[src/sv/wfst_pkg.sv]
`timescale 1ns / 1ps

package wfst_pkg;

	// Station table geometry
	localparam int TABLE_DEPTH = 64;
	localparam int IDX_W = (TABLE_DEPTH > 1) ? $clog2(TABLE_DEPTH) : 1;
	localparam int CNT_W = $clog2(TABLE_DEPTH + 1);

	// Field widths
	localparam int FC_W    = 16;
	localparam int MAC_W   = 48;
	localparam int LEVEL_W = 8;
	localparam int TIME_W  = 32;
	localparam int KIND_W  = 2;
	localparam int SUB_W   = 4;
	localparam int SLOT_W  = 6;
	localparam int TOTAL_W = 7;
	localparam int FRAMES_W = 32;

	// Frame types and subtypes of interest
	localparam logic [KIND_W-1:0] KIND_MGMT = 2'd0;
	localparam logic [KIND_W-1:0] KIND_DATA = 2'd2;
	localparam logic [SUB_W-1:0] SUB_ASSOC_REQ  = 4'd0;
	localparam logic [SUB_W-1:0] SUB_PROBE_REQ  = 4'd4;
	localparam logic [SUB_W-1:0] SUB_PROBE_RESP = 4'd5;
	localparam logic [SUB_W-1:0] SUB_DEAUTH     = 4'd12;

	typedef enum logic [1:0] {
		OUT_NONE    = 2'd0,
		OUT_UPDATED = 2'd1,
		OUT_ADDED   = 2'd2,
		OUT_FULL    = 2'd3
	} outcome_t;

	typedef enum logic [1:0] {
		ST_IDLE,
		ST_SCAN,
		ST_DONE
	} state_t;

	// Report a table index in the low bits of the slot field
	function automatic logic [SLOT_W-1:0] to_slot(input logic [IDX_W-1:0] idx);
		logic [IDX_W+SLOT_W-1:0] wide;
		wide = {{SLOT_W{1'b0}}, idx};
		return wide[SLOT_W-1:0];
	endfunction

	// Report a station count in the low bits of the total field
	function automatic logic [TOTAL_W-1:0] to_total(input logic [CNT_W-1:0] cnt);
		logic [CNT_W+TOTAL_W-1:0] wide;
		wide = {{TOTAL_W{1'b0}}, cnt};
		return wide[TOTAL_W-1:0];
	endfunction

endpackage

[src/sv/wlan_frame_station_tracker.sv]
`timescale 1ns / 1ps

// Tracks stations seen in received 802.11 frames. One frame is taken per transfer and
// gives exactly one result transfer. Every frame is counted and its type and subtype
// decoded; probe requests and responses and all data frames are looked up by source
// MAC in a 64-entry station table held in synchronous RAM. A known station gets its
// signal level and last-seen time refreshed, a new one is appended with its BSSID, and
// when the table is full the frame leaves the table untouched. The lookup reads one
// occupied entry per cycle and compares it in the following cycle. A frame that matches
// an entry ends its scan at that entry; a frame that appends first scans every held
// station, and the scan is skipped for untracked frames and frames that find the table
// full. The result appears in the same cycle that the next frame can be taken. A result
// waits in an output register, so the next frame is taken and worked while the previous
// result is stalled; only its own result then waits for the register.

module wlan_frame_station_tracker
	import wfst_pkg::*;
(
	input  logic                       clk,
	input  logic                       arst_n,
	input  logic                       in_valid,
	output logic                       in_stall,
	input  logic [FC_W-1:0]            frame_control,
	input  logic [MAC_W-1:0]           source_mac,
	input  logic [MAC_W-1:0]           bss_id,
	input  logic signed [LEVEL_W-1:0]  signal_level,
	input  logic [TIME_W-1:0]          now_ms,
	output logic                       out_valid,
	input  logic                       out_stall,
	output logic [KIND_W-1:0]          frame_kind,
	output logic [SUB_W-1:0]           frame_sub,
	output logic [1:0]                 outcome,
	output logic [SLOT_W-1:0]          slot,
	output logic [TOTAL_W-1:0]         station_total,
	output logic [FRAMES_W-1:0]        frames_seen,
	output logic                       log_mark
);

	// Station table memories
	logic [MAC_W-1:0]   mac_mem   [TABLE_DEPTH];
	logic [MAC_W-1:0]   bss_mem   [TABLE_DEPTH];
	logic [LEVEL_W-1:0] level_mem [TABLE_DEPTH];
	logic [TIME_W-1:0]  seen_mem  [TABLE_DEPTH];

	state_t state_q, state_nxt;

	logic [CNT_W-1:0]    count_q;
	logic [FRAMES_W-1:0] frame_cnt_q;
	logic [CNT_W-1:0]    addr_q;

	// Latched frame
	logic [KIND_W-1:0]  kind_q;
	logic [SUB_W-1:0]   sub_q;
	logic [MAC_W-1:0]   mac_q;
	logic [MAC_W-1:0]   bss_q;
	logic [LEVEL_W-1:0] level_q;
	logic [TIME_W-1:0]  now_q;
	outcome_t           res_q;
	logic [IDX_W-1:0]   res_idx_q;

	// Read pipeline
	logic               rd_pend_s1;
	logic [IDX_W-1:0]   rd_idx_s1;
	logic [MAC_W-1:0]   rd_mac_s1;

	// Output register
	logic                out_valid_q;
	logic [KIND_W-1:0]   kind_out_q;
	logic [SUB_W-1:0]    sub_out_q;
	outcome_t            outcome_out_q;
	logic [SLOT_W-1:0]   slot_out_q;
	logic [TOTAL_W-1:0]  total_out_q;
	logic [FRAMES_W-1:0] frames_out_q;
	logic                log_out_q;

	// Control strobes
	logic in_accept;
	logic issue;
	logic hit;
	logic append;
	logic load_out;
	logic out_free;

	// Decode of the incoming frame
	logic [KIND_W-1:0] in_kind;
	logic [SUB_W-1:0]  in_sub;
	logic              in_tracked;
	logic              table_full;

	assign in_kind = frame_control[3:2];
	assign in_sub  = frame_control[7:4];
	assign in_tracked = (in_kind == KIND_DATA) ||
		((in_kind == KIND_MGMT) && ((in_sub == SUB_PROBE_REQ) || (in_sub == SUB_PROBE_RESP)));
	assign table_full = (count_q >= CNT_W'(TABLE_DEPTH));

	assign out_free  = !out_valid_q || !out_stall;
	assign in_stall  = (state_q != ST_IDLE);
	assign in_accept = in_valid && !in_stall;

	// Next state and strobes
	always_comb begin
		state_nxt = state_q;
		issue     = 1'b0;
		hit       = 1'b0;
		append    = 1'b0;
		load_out  = 1'b0;
		case (state_q)
			ST_IDLE: begin
				if (in_valid) begin
					state_nxt = (in_tracked && !table_full) ? ST_SCAN : ST_DONE;
				end
			end
			ST_SCAN: begin
				issue = (addr_q < count_q);
				if (rd_pend_s1 && (rd_mac_s1 == mac_q)) begin
					hit       = 1'b1;
					issue     = 1'b0;
					state_nxt = ST_DONE;
				end else if (!rd_pend_s1 && !issue) begin
					append    = 1'b1;
					state_nxt = ST_DONE;
				end
			end
			ST_DONE: begin
				if (out_free) begin
					load_out  = 1'b1;
					state_nxt = ST_IDLE;
				end
			end
			default: begin
				state_nxt = ST_IDLE;
			end
		endcase
	end

	always_ff @(posedge clk or negedge arst_n) begin
		if (!arst_n) begin
			state_q <= ST_IDLE;
		end else begin
			state_q <= state_nxt;
		end
	end

	// Counters and scan address
	always_ff @(posedge clk or negedge arst_n) begin
		if (!arst_n) begin
			count_q     <= '0;
			frame_cnt_q <= '0;
			addr_q      <= '0;
			rd_pend_s1  <= 1'b0;
			res_q       <= OUT_NONE;
		end else begin
			if (in_accept) begin
				frame_cnt_q <= frame_cnt_q + 1'b1;
				addr_q      <= '0;
				rd_pend_s1  <= 1'b0;
				if (!in_tracked) begin
					res_q <= OUT_NONE;
				end else if (table_full) begin
					res_q <= OUT_FULL;
				end
			end else if (state_q == ST_SCAN) begin
				rd_pend_s1 <= issue;
				if (issue) begin
					addr_q <= addr_q + 1'b1;
				end
			end
			if (hit) begin
				res_q <= OUT_UPDATED;
			end
			if (append) begin
				res_q   <= OUT_ADDED;
				count_q <= count_q + 1'b1;
			end
		end
	end

	// Hold the frame under work
	always_ff @(posedge clk) begin
		if (in_accept) begin
			kind_q    <= in_kind;
			sub_q     <= in_sub;
			mac_q     <= source_mac;
			bss_q     <= bss_id;
			level_q   <= signal_level;
			now_q     <= now_ms;
			res_idx_q <= '0;
		end
		if (hit) begin
			res_idx_q <= rd_idx_s1;
		end
		if (append) begin
			res_idx_q <= count_q[IDX_W-1:0];
		end
	end

	// Read one MAC entry per scan cycle
	always_ff @(posedge clk) begin
		if (issue) begin
			rd_mac_s1 <= mac_mem[addr_q[IDX_W-1:0]];
			rd_idx_s1 <= addr_q[IDX_W-1:0];
		end
	end

	// Write back: append a new station, refresh a known one
	always_ff @(posedge clk) begin
		if (append) begin
			mac_mem[count_q[IDX_W-1:0]] <= mac_q;
			bss_mem[count_q[IDX_W-1:0]] <= bss_q;
		end
		if (append) begin
			level_mem[count_q[IDX_W-1:0]] <= level_q;
			seen_mem[count_q[IDX_W-1:0]]  <= now_q;
		end else if (hit) begin
			level_mem[rd_idx_s1] <= level_q;
			seen_mem[rd_idx_s1]  <= now_q;
		end
	end

	// Output register valid
	always_ff @(posedge clk or negedge arst_n) begin
		if (!arst_n) begin
			out_valid_q <= 1'b0;
		end else if (load_out) begin
			out_valid_q <= 1'b1;
		end else if (!out_stall) begin
			out_valid_q <= 1'b0;
		end
	end

	// Output register payload
	always_ff @(posedge clk) begin
		if (load_out) begin
			kind_out_q    <= kind_q;
			sub_out_q     <= sub_q;
			outcome_out_q <= res_q;
			slot_out_q    <= ((res_q == OUT_UPDATED) || (res_q == OUT_ADDED)) ?
				to_slot(res_idx_q) : '0;
			total_out_q   <= to_total(count_q);
			frames_out_q  <= frame_cnt_q;
			log_out_q     <= (kind_q == KIND_MGMT) &&
				((sub_q == SUB_ASSOC_REQ) || (sub_q == SUB_DEAUTH));
		end
	end

	assign out_valid     = out_valid_q;
	assign frame_kind    = kind_out_q;
	assign frame_sub     = sub_out_q;
	assign outcome       = outcome_out_q;
	assign slot          = slot_out_q;
	assign station_total = total_out_q;
	assign frames_seen   = frames_out_q;
	assign log_mark      = log_out_q;

	// Checks
	a_count_bound: assert property (@(posedge clk) disable iff (!arst_n)
		count_q <= CNT_W'(TABLE_DEPTH))
		else $error("station count beyond table depth");

	a_append_grows: assert property (@(posedge clk) disable iff (!arst_n)
		append |=> (count_q == $past(count_q) + 1'b1))
		else $error("append did not grow the table by one");

	a_hit_in_range: assert property (@(posedge clk) disable iff (!arst_n)
		hit |-> ({1'b0, rd_idx_s1} < {1'b0, count_q}))
		else $error("match on an unoccupied entry");

	a_frame_count: assert property (@(posedge clk) disable iff (!arst_n)
		in_accept |=> (frame_cnt_q == $past(frame_cnt_q) + 1'b1))
		else $error("frame counter did not advance on transfer");

	a_full_untouched: assert property (@(posedge clk) disable iff (!arst_n)
		(table_full && state_q != ST_SCAN) |-> (!append && !hit))
		else $error("table written while full");

endmodule
[config.mk]
export PLATFORM = sky130hd
export DESIGN_NAME = wlan_frame_station_tracker
export DESIGN_NICKNAME = d
export VERILOG_FILES = /design/src/sv/wfst_pkg.sv /design/src/sv/wlan_frame_station_tracker.sv
export SDC_FILE = /design/constraint.sdc
export NUM_CORES = 2
export LEC_CHECK = 0
export BUFFER_PORTS_ARGS = -buffer_cell sky130_fd_sc_hd__buf_2
export CORE_MARGIN = 1
export CORE_UTILIZATION = 40
export DETAILED_ROUTE_END_ITERATION = 10
export MAX_ROUTING_LAYER = met4
export PLACE_DENSITY_LB_ADDON = 0.25
export RECOVER_POWER = 25
export SLEW_MARGIN = 20
export SYNTH_ARGS = -nofsm -noshare
export SYNTH_HDL_FRONTEND = slang
export SYNTH_SLANG_ARGS = --single-unit
[constraint.sdc]
create_clock -name clk -period 12.22 [get_ports clk]
set_input_delay 2.444 -clock clk [delete_from_list [all_inputs] [get_ports clk]]
set_output_delay 2.444 -clock clk [all_outputs]
set_load 0.05 [all_outputs]
After elaboration in Yosys (flattened, before gate mapping) --
Memory sizes are Yosys's and may differ from the RTL's. A register that Yosys moved wholly into a read port is not among the register bits. Cells that the tools add are included.
Storage, ports and cells: flip-flop bits (word level) 172, memory bits (writable) 3072, memories 1
Memory list:
- mac_mem | depth 64, width 48, rd ports 1, clocked after memory_dff 1, write ports 1, RTL line wlan_frame_station_tracker.sv:40 | logic [MAC_W-1:0] mac_mem [TABLE_DEPTH];
Cells by class: add/sub/neg operators 3, magnitude comparators 2, eq/ne operators 14, mux-type cells 32, reduce and logical (&&, ||, !) cells 28
Operator list (count):
- $eq A48 B48 Y1 | 1
- $add A32 B1 Y32 const B | 1
- $mux W7 | 3
- $mux W2 | 10
- $mux W6 | 3
- $mux W1 | 15
- $add A7 B1 Y7 const B | 2
- $eq A4 B3 Y1 const B | 2
- $ge A7 B7 Y1 const B | 1
- $lt A7 B7 Y1 | 1
- $eq A2 B2 Y1 const B | 3
- $logic_and A1 B1 Y1 | 6
- $logic_not A1 Y1 | 6
- $logic_not A2 Y1 | 3
- $pmux W2 S3 | 1
- $reduce_bool A2 Y1 | 3
- $logic_or A1 B1 Y1 | 5
- $eq A2 B1 Y1 const B | 2
- $eq A4 B4 Y1 const B | 1
- $logic_not A4 Y1 | 1
- $ne A2 B2 Y1 const B | 2
- $ne A4 B3 Y1 const B | 1
- $reduce_and A2 Y1 | 2
- $ne A3 B3 Y1 const B | 1
- other kinds (3) | 3

Depth between registers and ports, before layout --
depth in word-level cells 8, gate-level depth with buffers 10, gate-level depth less buffers 9

Worst setup path before layout --
OpenSTA, ideal clock, no wires.
path kind reg-to-reg, start point register mac_q[34], end point register addr_q[0], setup time 0.323 ns, arrival time 5.884 ns, slack 6.013 ns, stages on the path, launching flop included 8, cells stage by stage edfxtp_1 inv_1 o22ai_1 or4_1 or4_4 nor2_4 nor3_1 mux2i_1
Between the ends: longest elaborated chain between the ends 6
Ends and longest elaborated chain:
- from (decl) | RTL line wlan_frame_station_tracker.sv:54 | logic [MAC_W-1:0] mac_q;
- from (signal assigned) | RTL line wlan_frame_station_tracker.sv:183 | mac_q <= source_mac;
- $eq A48 B48 Y1 | RTL line wlan_frame_station_tracker.sv:115 | if (rd_pend_s1 && (rd_mac_s1 == mac_q)) begin
- $logic_and A1 B1 Y1 | RTL line wlan_frame_station_tracker.sv:115
- $mux W1 | RTL line wlan_frame_station_tracker.sv:115
- $mux W1 | RTL line wlan_frame_station_tracker.sv:107 | case (state_q)
- net issue | RTL line wlan_frame_station_tracker.sv:78 | logic issue;
- $reduce_bool A2 Y1 (no source line)
- $reduce_and A2 Y1 (no source line)
- to (signal assigned) | RTL line wlan_frame_station_tracker.sv:165 | addr_q <= addr_q + 1'b1;
- to (decl) | RTL line wlan_frame_station_tracker.sv:49 | logic [CNT_W-1:0] addr_q;
The timed path passes the listed nets, and every way through them passes these cells. A chain may end at the register's enable or synchronous reset.

Worst setup path in the final report --
start point register addr_q[1], end point register rd_mac_s1[21] (read register of mac_mem) (data pin)
Between the ends: longest elaborated chain between the ends 3
Ends and longest elaborated chain:
- $lt A7 B7 Y1 | RTL line wlan_frame_station_tracker.sv:114 | issue = (addr_q < count_q);
- $mux W1 | RTL line wlan_frame_station_tracker.sv:115
- $mux W1 | RTL line wlan_frame_station_tracker.sv:107
- to (decl) | RTL line wlan_frame_station_tracker.sv:64 | logic [MAC_W-1:0] rd_mac_s1;
Several ways; a longest one is shown, not always the timed one.

==> metrics.txt <==
status finished, violations left; violated checks design-rule violations, max-capacitance violations, max-slew violations; Crit path top cell by count buf_4; Non-Filler Instances 9782; Critical Path Fanout Max 125; Pwr Density 195.8 mW/mm^2; Clock Pin Slew Worst Setup and Hold Paths 0.06 ns; first-pass GRT wire length 451000 um; R2R Path Start addr_q[1]; TritonCTS clock tree done; Root Driver clkbuf_16; number of H-tree levels 5; DR pass1 iterations 9; switching power summed over all nets 7.055 mW; top-area cell type share of the netlist area 0.7824; Vias 56850; layout cells sized above 1 0.3092; nets 5555; critical-path cell list buf_4, buf_4, buf_12, buf_4, mux4_2, mux4_2, a22oi_1, nand2_1; RSZ-0062 raised after global routing false; combinational fraction of design power 0.164; Post-synth ARST share 0.01580; Final ANT Viol Nets 0; Wirelength per Cell 33.16 um; Largest delay share family, worst path buffers and inverters; critical path endpoint category flip-flop; Crit-path slowest cell dfrtp_4; # fillers 25390; crit path DAT 6.76 ns; Largest stage delay, worst path 0.96 ns; DRC errors left 22; Final setup viols 0; R2R cell count 8; post-CTS sizing 0; Storage cell area 0.09861 sq mm; total grt overflow 0; footprint of the multi-input gates 0.02519 sq mm; Die Width 559.6 um; number of global-route vias before repair 57480; sequential share of the synthesized area 0.7928; max cap viols 30; Worst EP required 12.82 ns; Yosys warning count 0; synthesized area 0.1244 sq mm; initial antenna violation count 15; die height 559.6 um; Seq pwr share 0.485; synthesized area per cell 24.88 sq um; Iter 0 DRT Violations 7477; Worst Hold End frame_sub[0]; Tmin final 6.155 ns; Gate Count Post-Synth 4998; clock power share 0.351; Placed Cells 9173; CTS buffer count 334; Hold Slack 0.4504 ns; hold depth 0; Skew-Pair Late Insertion Delay 0.89 ns; Pint 20.61 mW; worst slew pin tran 3.239 ns; Hold Vio Cnt, Final 0; HP Class reg2reg; post-synth top area cell edfxtp_1; sw frac 0.2550; Max VDD drop 0.1347 mV; Tcrit/Tclk final 0.5037; placed cell area 0.1311 sq mm; clk sinks 3292; Setup TNS 0 ns; maximum buffer depth of the clock tree 4; Post-CTS Setup Inserts 0; Leak 42.73 nW; post-synthesis net count 5163; number of core rows 204; core box area 0.3091 sq mm; routability congestion estimate 0.7924; fin area 0.1413 sq mm; flop2flop setup slack 6.07 ns; die area 0.3131 sq mm; initial core utilization 0.4023; I/O pins 212; area grow syn2layout 13.61%; worst path bufs/invs 4; Slew HR -1.159; wirelength, routed 324300 um; cts hold-fix bufs 0; Final Max Tran Viols 1981; post-synthesis register bit count 3292; Layout Skew 0.04031 ns; fmax 162.5 MHz; Post-synth EDFFs 3240; Primary FF master, synth edfxtp_1; synth unique cells 49; crit path kind reg2reg; HPWL after detailed placement 163600 um; largest net degree at the start of global routing 126; Worst R2R End rd_mac_s1[21]; synth top area cells edfxtp_1, mux4_2, dfrtp_1; # port buffers 113; vias per inst 5.812; HP Start sub_q[0]; GRT Util Overall 0.2126; Startpoint Class flip-flop
[metal layers]
layer | vias up | track usage | share of wire
li1 | 22480 | - | -
met3 | 514 | 0.05041 | 0.089
met4 | 0 | 0.06115 | 0.030
met5 | - | - | 0
met1 | 31430 | 0.2811 | 0.40
met2 | 2426 | 0.3299 | 0.48
[worst max-delay path by stage]
stage | depth (start not counted) | slack [ns] | endpoint | startpoint
2_1_floorplan | 7 | 6.01 | addr_q[0] | mac_q[34]
3_3_place_gp | 8 | 5.99 | rd_mac_s1[39] | addr_q[0]
3_5_place_dp | 8 | 5.98 | rd_mac_s1[39] | addr_q[0]
4_1_cts | 8 | 5.98 | rd_mac_s1[6] | addr_q[0]
5_1_grt | 8 | 5.63 | rd_mac_s1[39] | addr_q[0]
6_report | 8 | 6.07 | rd_mac_s1[21] | addr_q[1]
[placed cells by master (no fill, tap or decap), types with 11 or more instances in the layout]
master,netlist,final
clkinv_2,0,49
nand2_1,91,91
buf_4,9,140
mux4_2,960,960
nor2_4,1,66
dfrtp_1,52,49
clkbuf_16,0,338
nor2_1,81,16
edfxtp_1,3240,3240
xnor2_1,50,50
inv_1,15,14
xor2_1,32,31
o21ai_0,11,11
a22oi_1,96,96
nand4_1,14,14
bufinv_16,0,14
nand3_1,23,23
clkbuf_1,123,119
buf_2,71,113
clkinv_1,0,77
[power groups by stage]
| stage | logic, mW | registers [mW] | clock network (mW) |
|---|---|---|---|
| after floorplan | 2.78 | 14.0 | 0 |
| after global placement | 4.52 | 13.6 | 0 |
| after detailed placement | 4.59 | 13.6 | 0 |
| after CTS | 4.60 | 13.4 | 9.87 |
| after global routing | 4.81 | 13.4 | 10.3 |
| final | 4.53 | 13.4 | 9.72 |
[registers in the layout (all words and copies together), names as in the netlist]
name / flops
frames_seen: 32
frame_kind: 2
mac_mem: 3072
res_q: 2
res_idx_q: 6
addr_q: 7
state_q: 2
out_valid: 1
frame_sub: 4
count_q: 7
rd_idx_s1: 6
mac_q: 48
log_mark: 1
sub_q: 4
kind_q: 2
rd_mac_s1: 48
slot: 6
station_total: 7
frame_cnt_q: 32
outcome: 2
rd_pend_s1: 1
[synthesized netlist by cell type (all sizes together), types with 4 or more instances]
library cell	n
clkbuf	123
dfrtp	52
inv	16
mux2i	4
xnor2	50
nor3	6
ha	9
mux4	960
nand4	14
buf	118
a21o	6
xor2	32
a21oi	7
edfxtp	3240
nand2b	4
nor4	7
nand3	23
nand2	92
o21ai	11
and2	8
nor2b	4
a22oi	96
nor2	82
and3	8
[stage by stage]
step           power, mW  utilization  setup slack, ns
6_report           27.67       0.4571            6.065
5_1_grt            28.52       0.4571            5.634
4_1_cts            27.84       0.4573            5.979
3_5_place_dp       18.20       0.4241            5.984
3_3_place_gp       18.12       0.4238            5.993
2_1_floorplan      16.81            -            6.013
[worst reg2reg max path, stage by stage, from the launching register on]
cell,delay [ns]
dfrtp_4,0.96
buf_4,0.82
buf_4,0.92
buf_12,0.60
buf_4,1.04
mux4_2,0.48
mux4_2,0.50
a22oi_1,0.46
nand2_1,0.10
[kinds of logic after synthesis]
family,after synthesis,synth area share
AOI/OAI and AO/OA,135,0.007868
xor gates and xnor gates,82,0.005775
adders and majority gates,9,0.0009055
buffers and inverters,257,0.008924
DFF,3292,0.7928
muxes,964,0.1742
and+or+nand+nor,259,0.009518
[area by class of cell]
| class | count | area share |
|---|---|---|
| flip-flops and latches | 3292 | 0.6980 |
| diodes | 3 | 0.00005314 |
| clock buffers | 433 | 0.06303 |
| clock inverters | 172 | 0.009591 |
| multi-input cells | 1449 | 0.1783 |
| well taps | 4120 | 0.03649 |
| repair buffers | 297 | 0.01409 |
| inverters | 16 | 0.0004960 |
No activity file was read; power rests on OpenSTA's default activity.
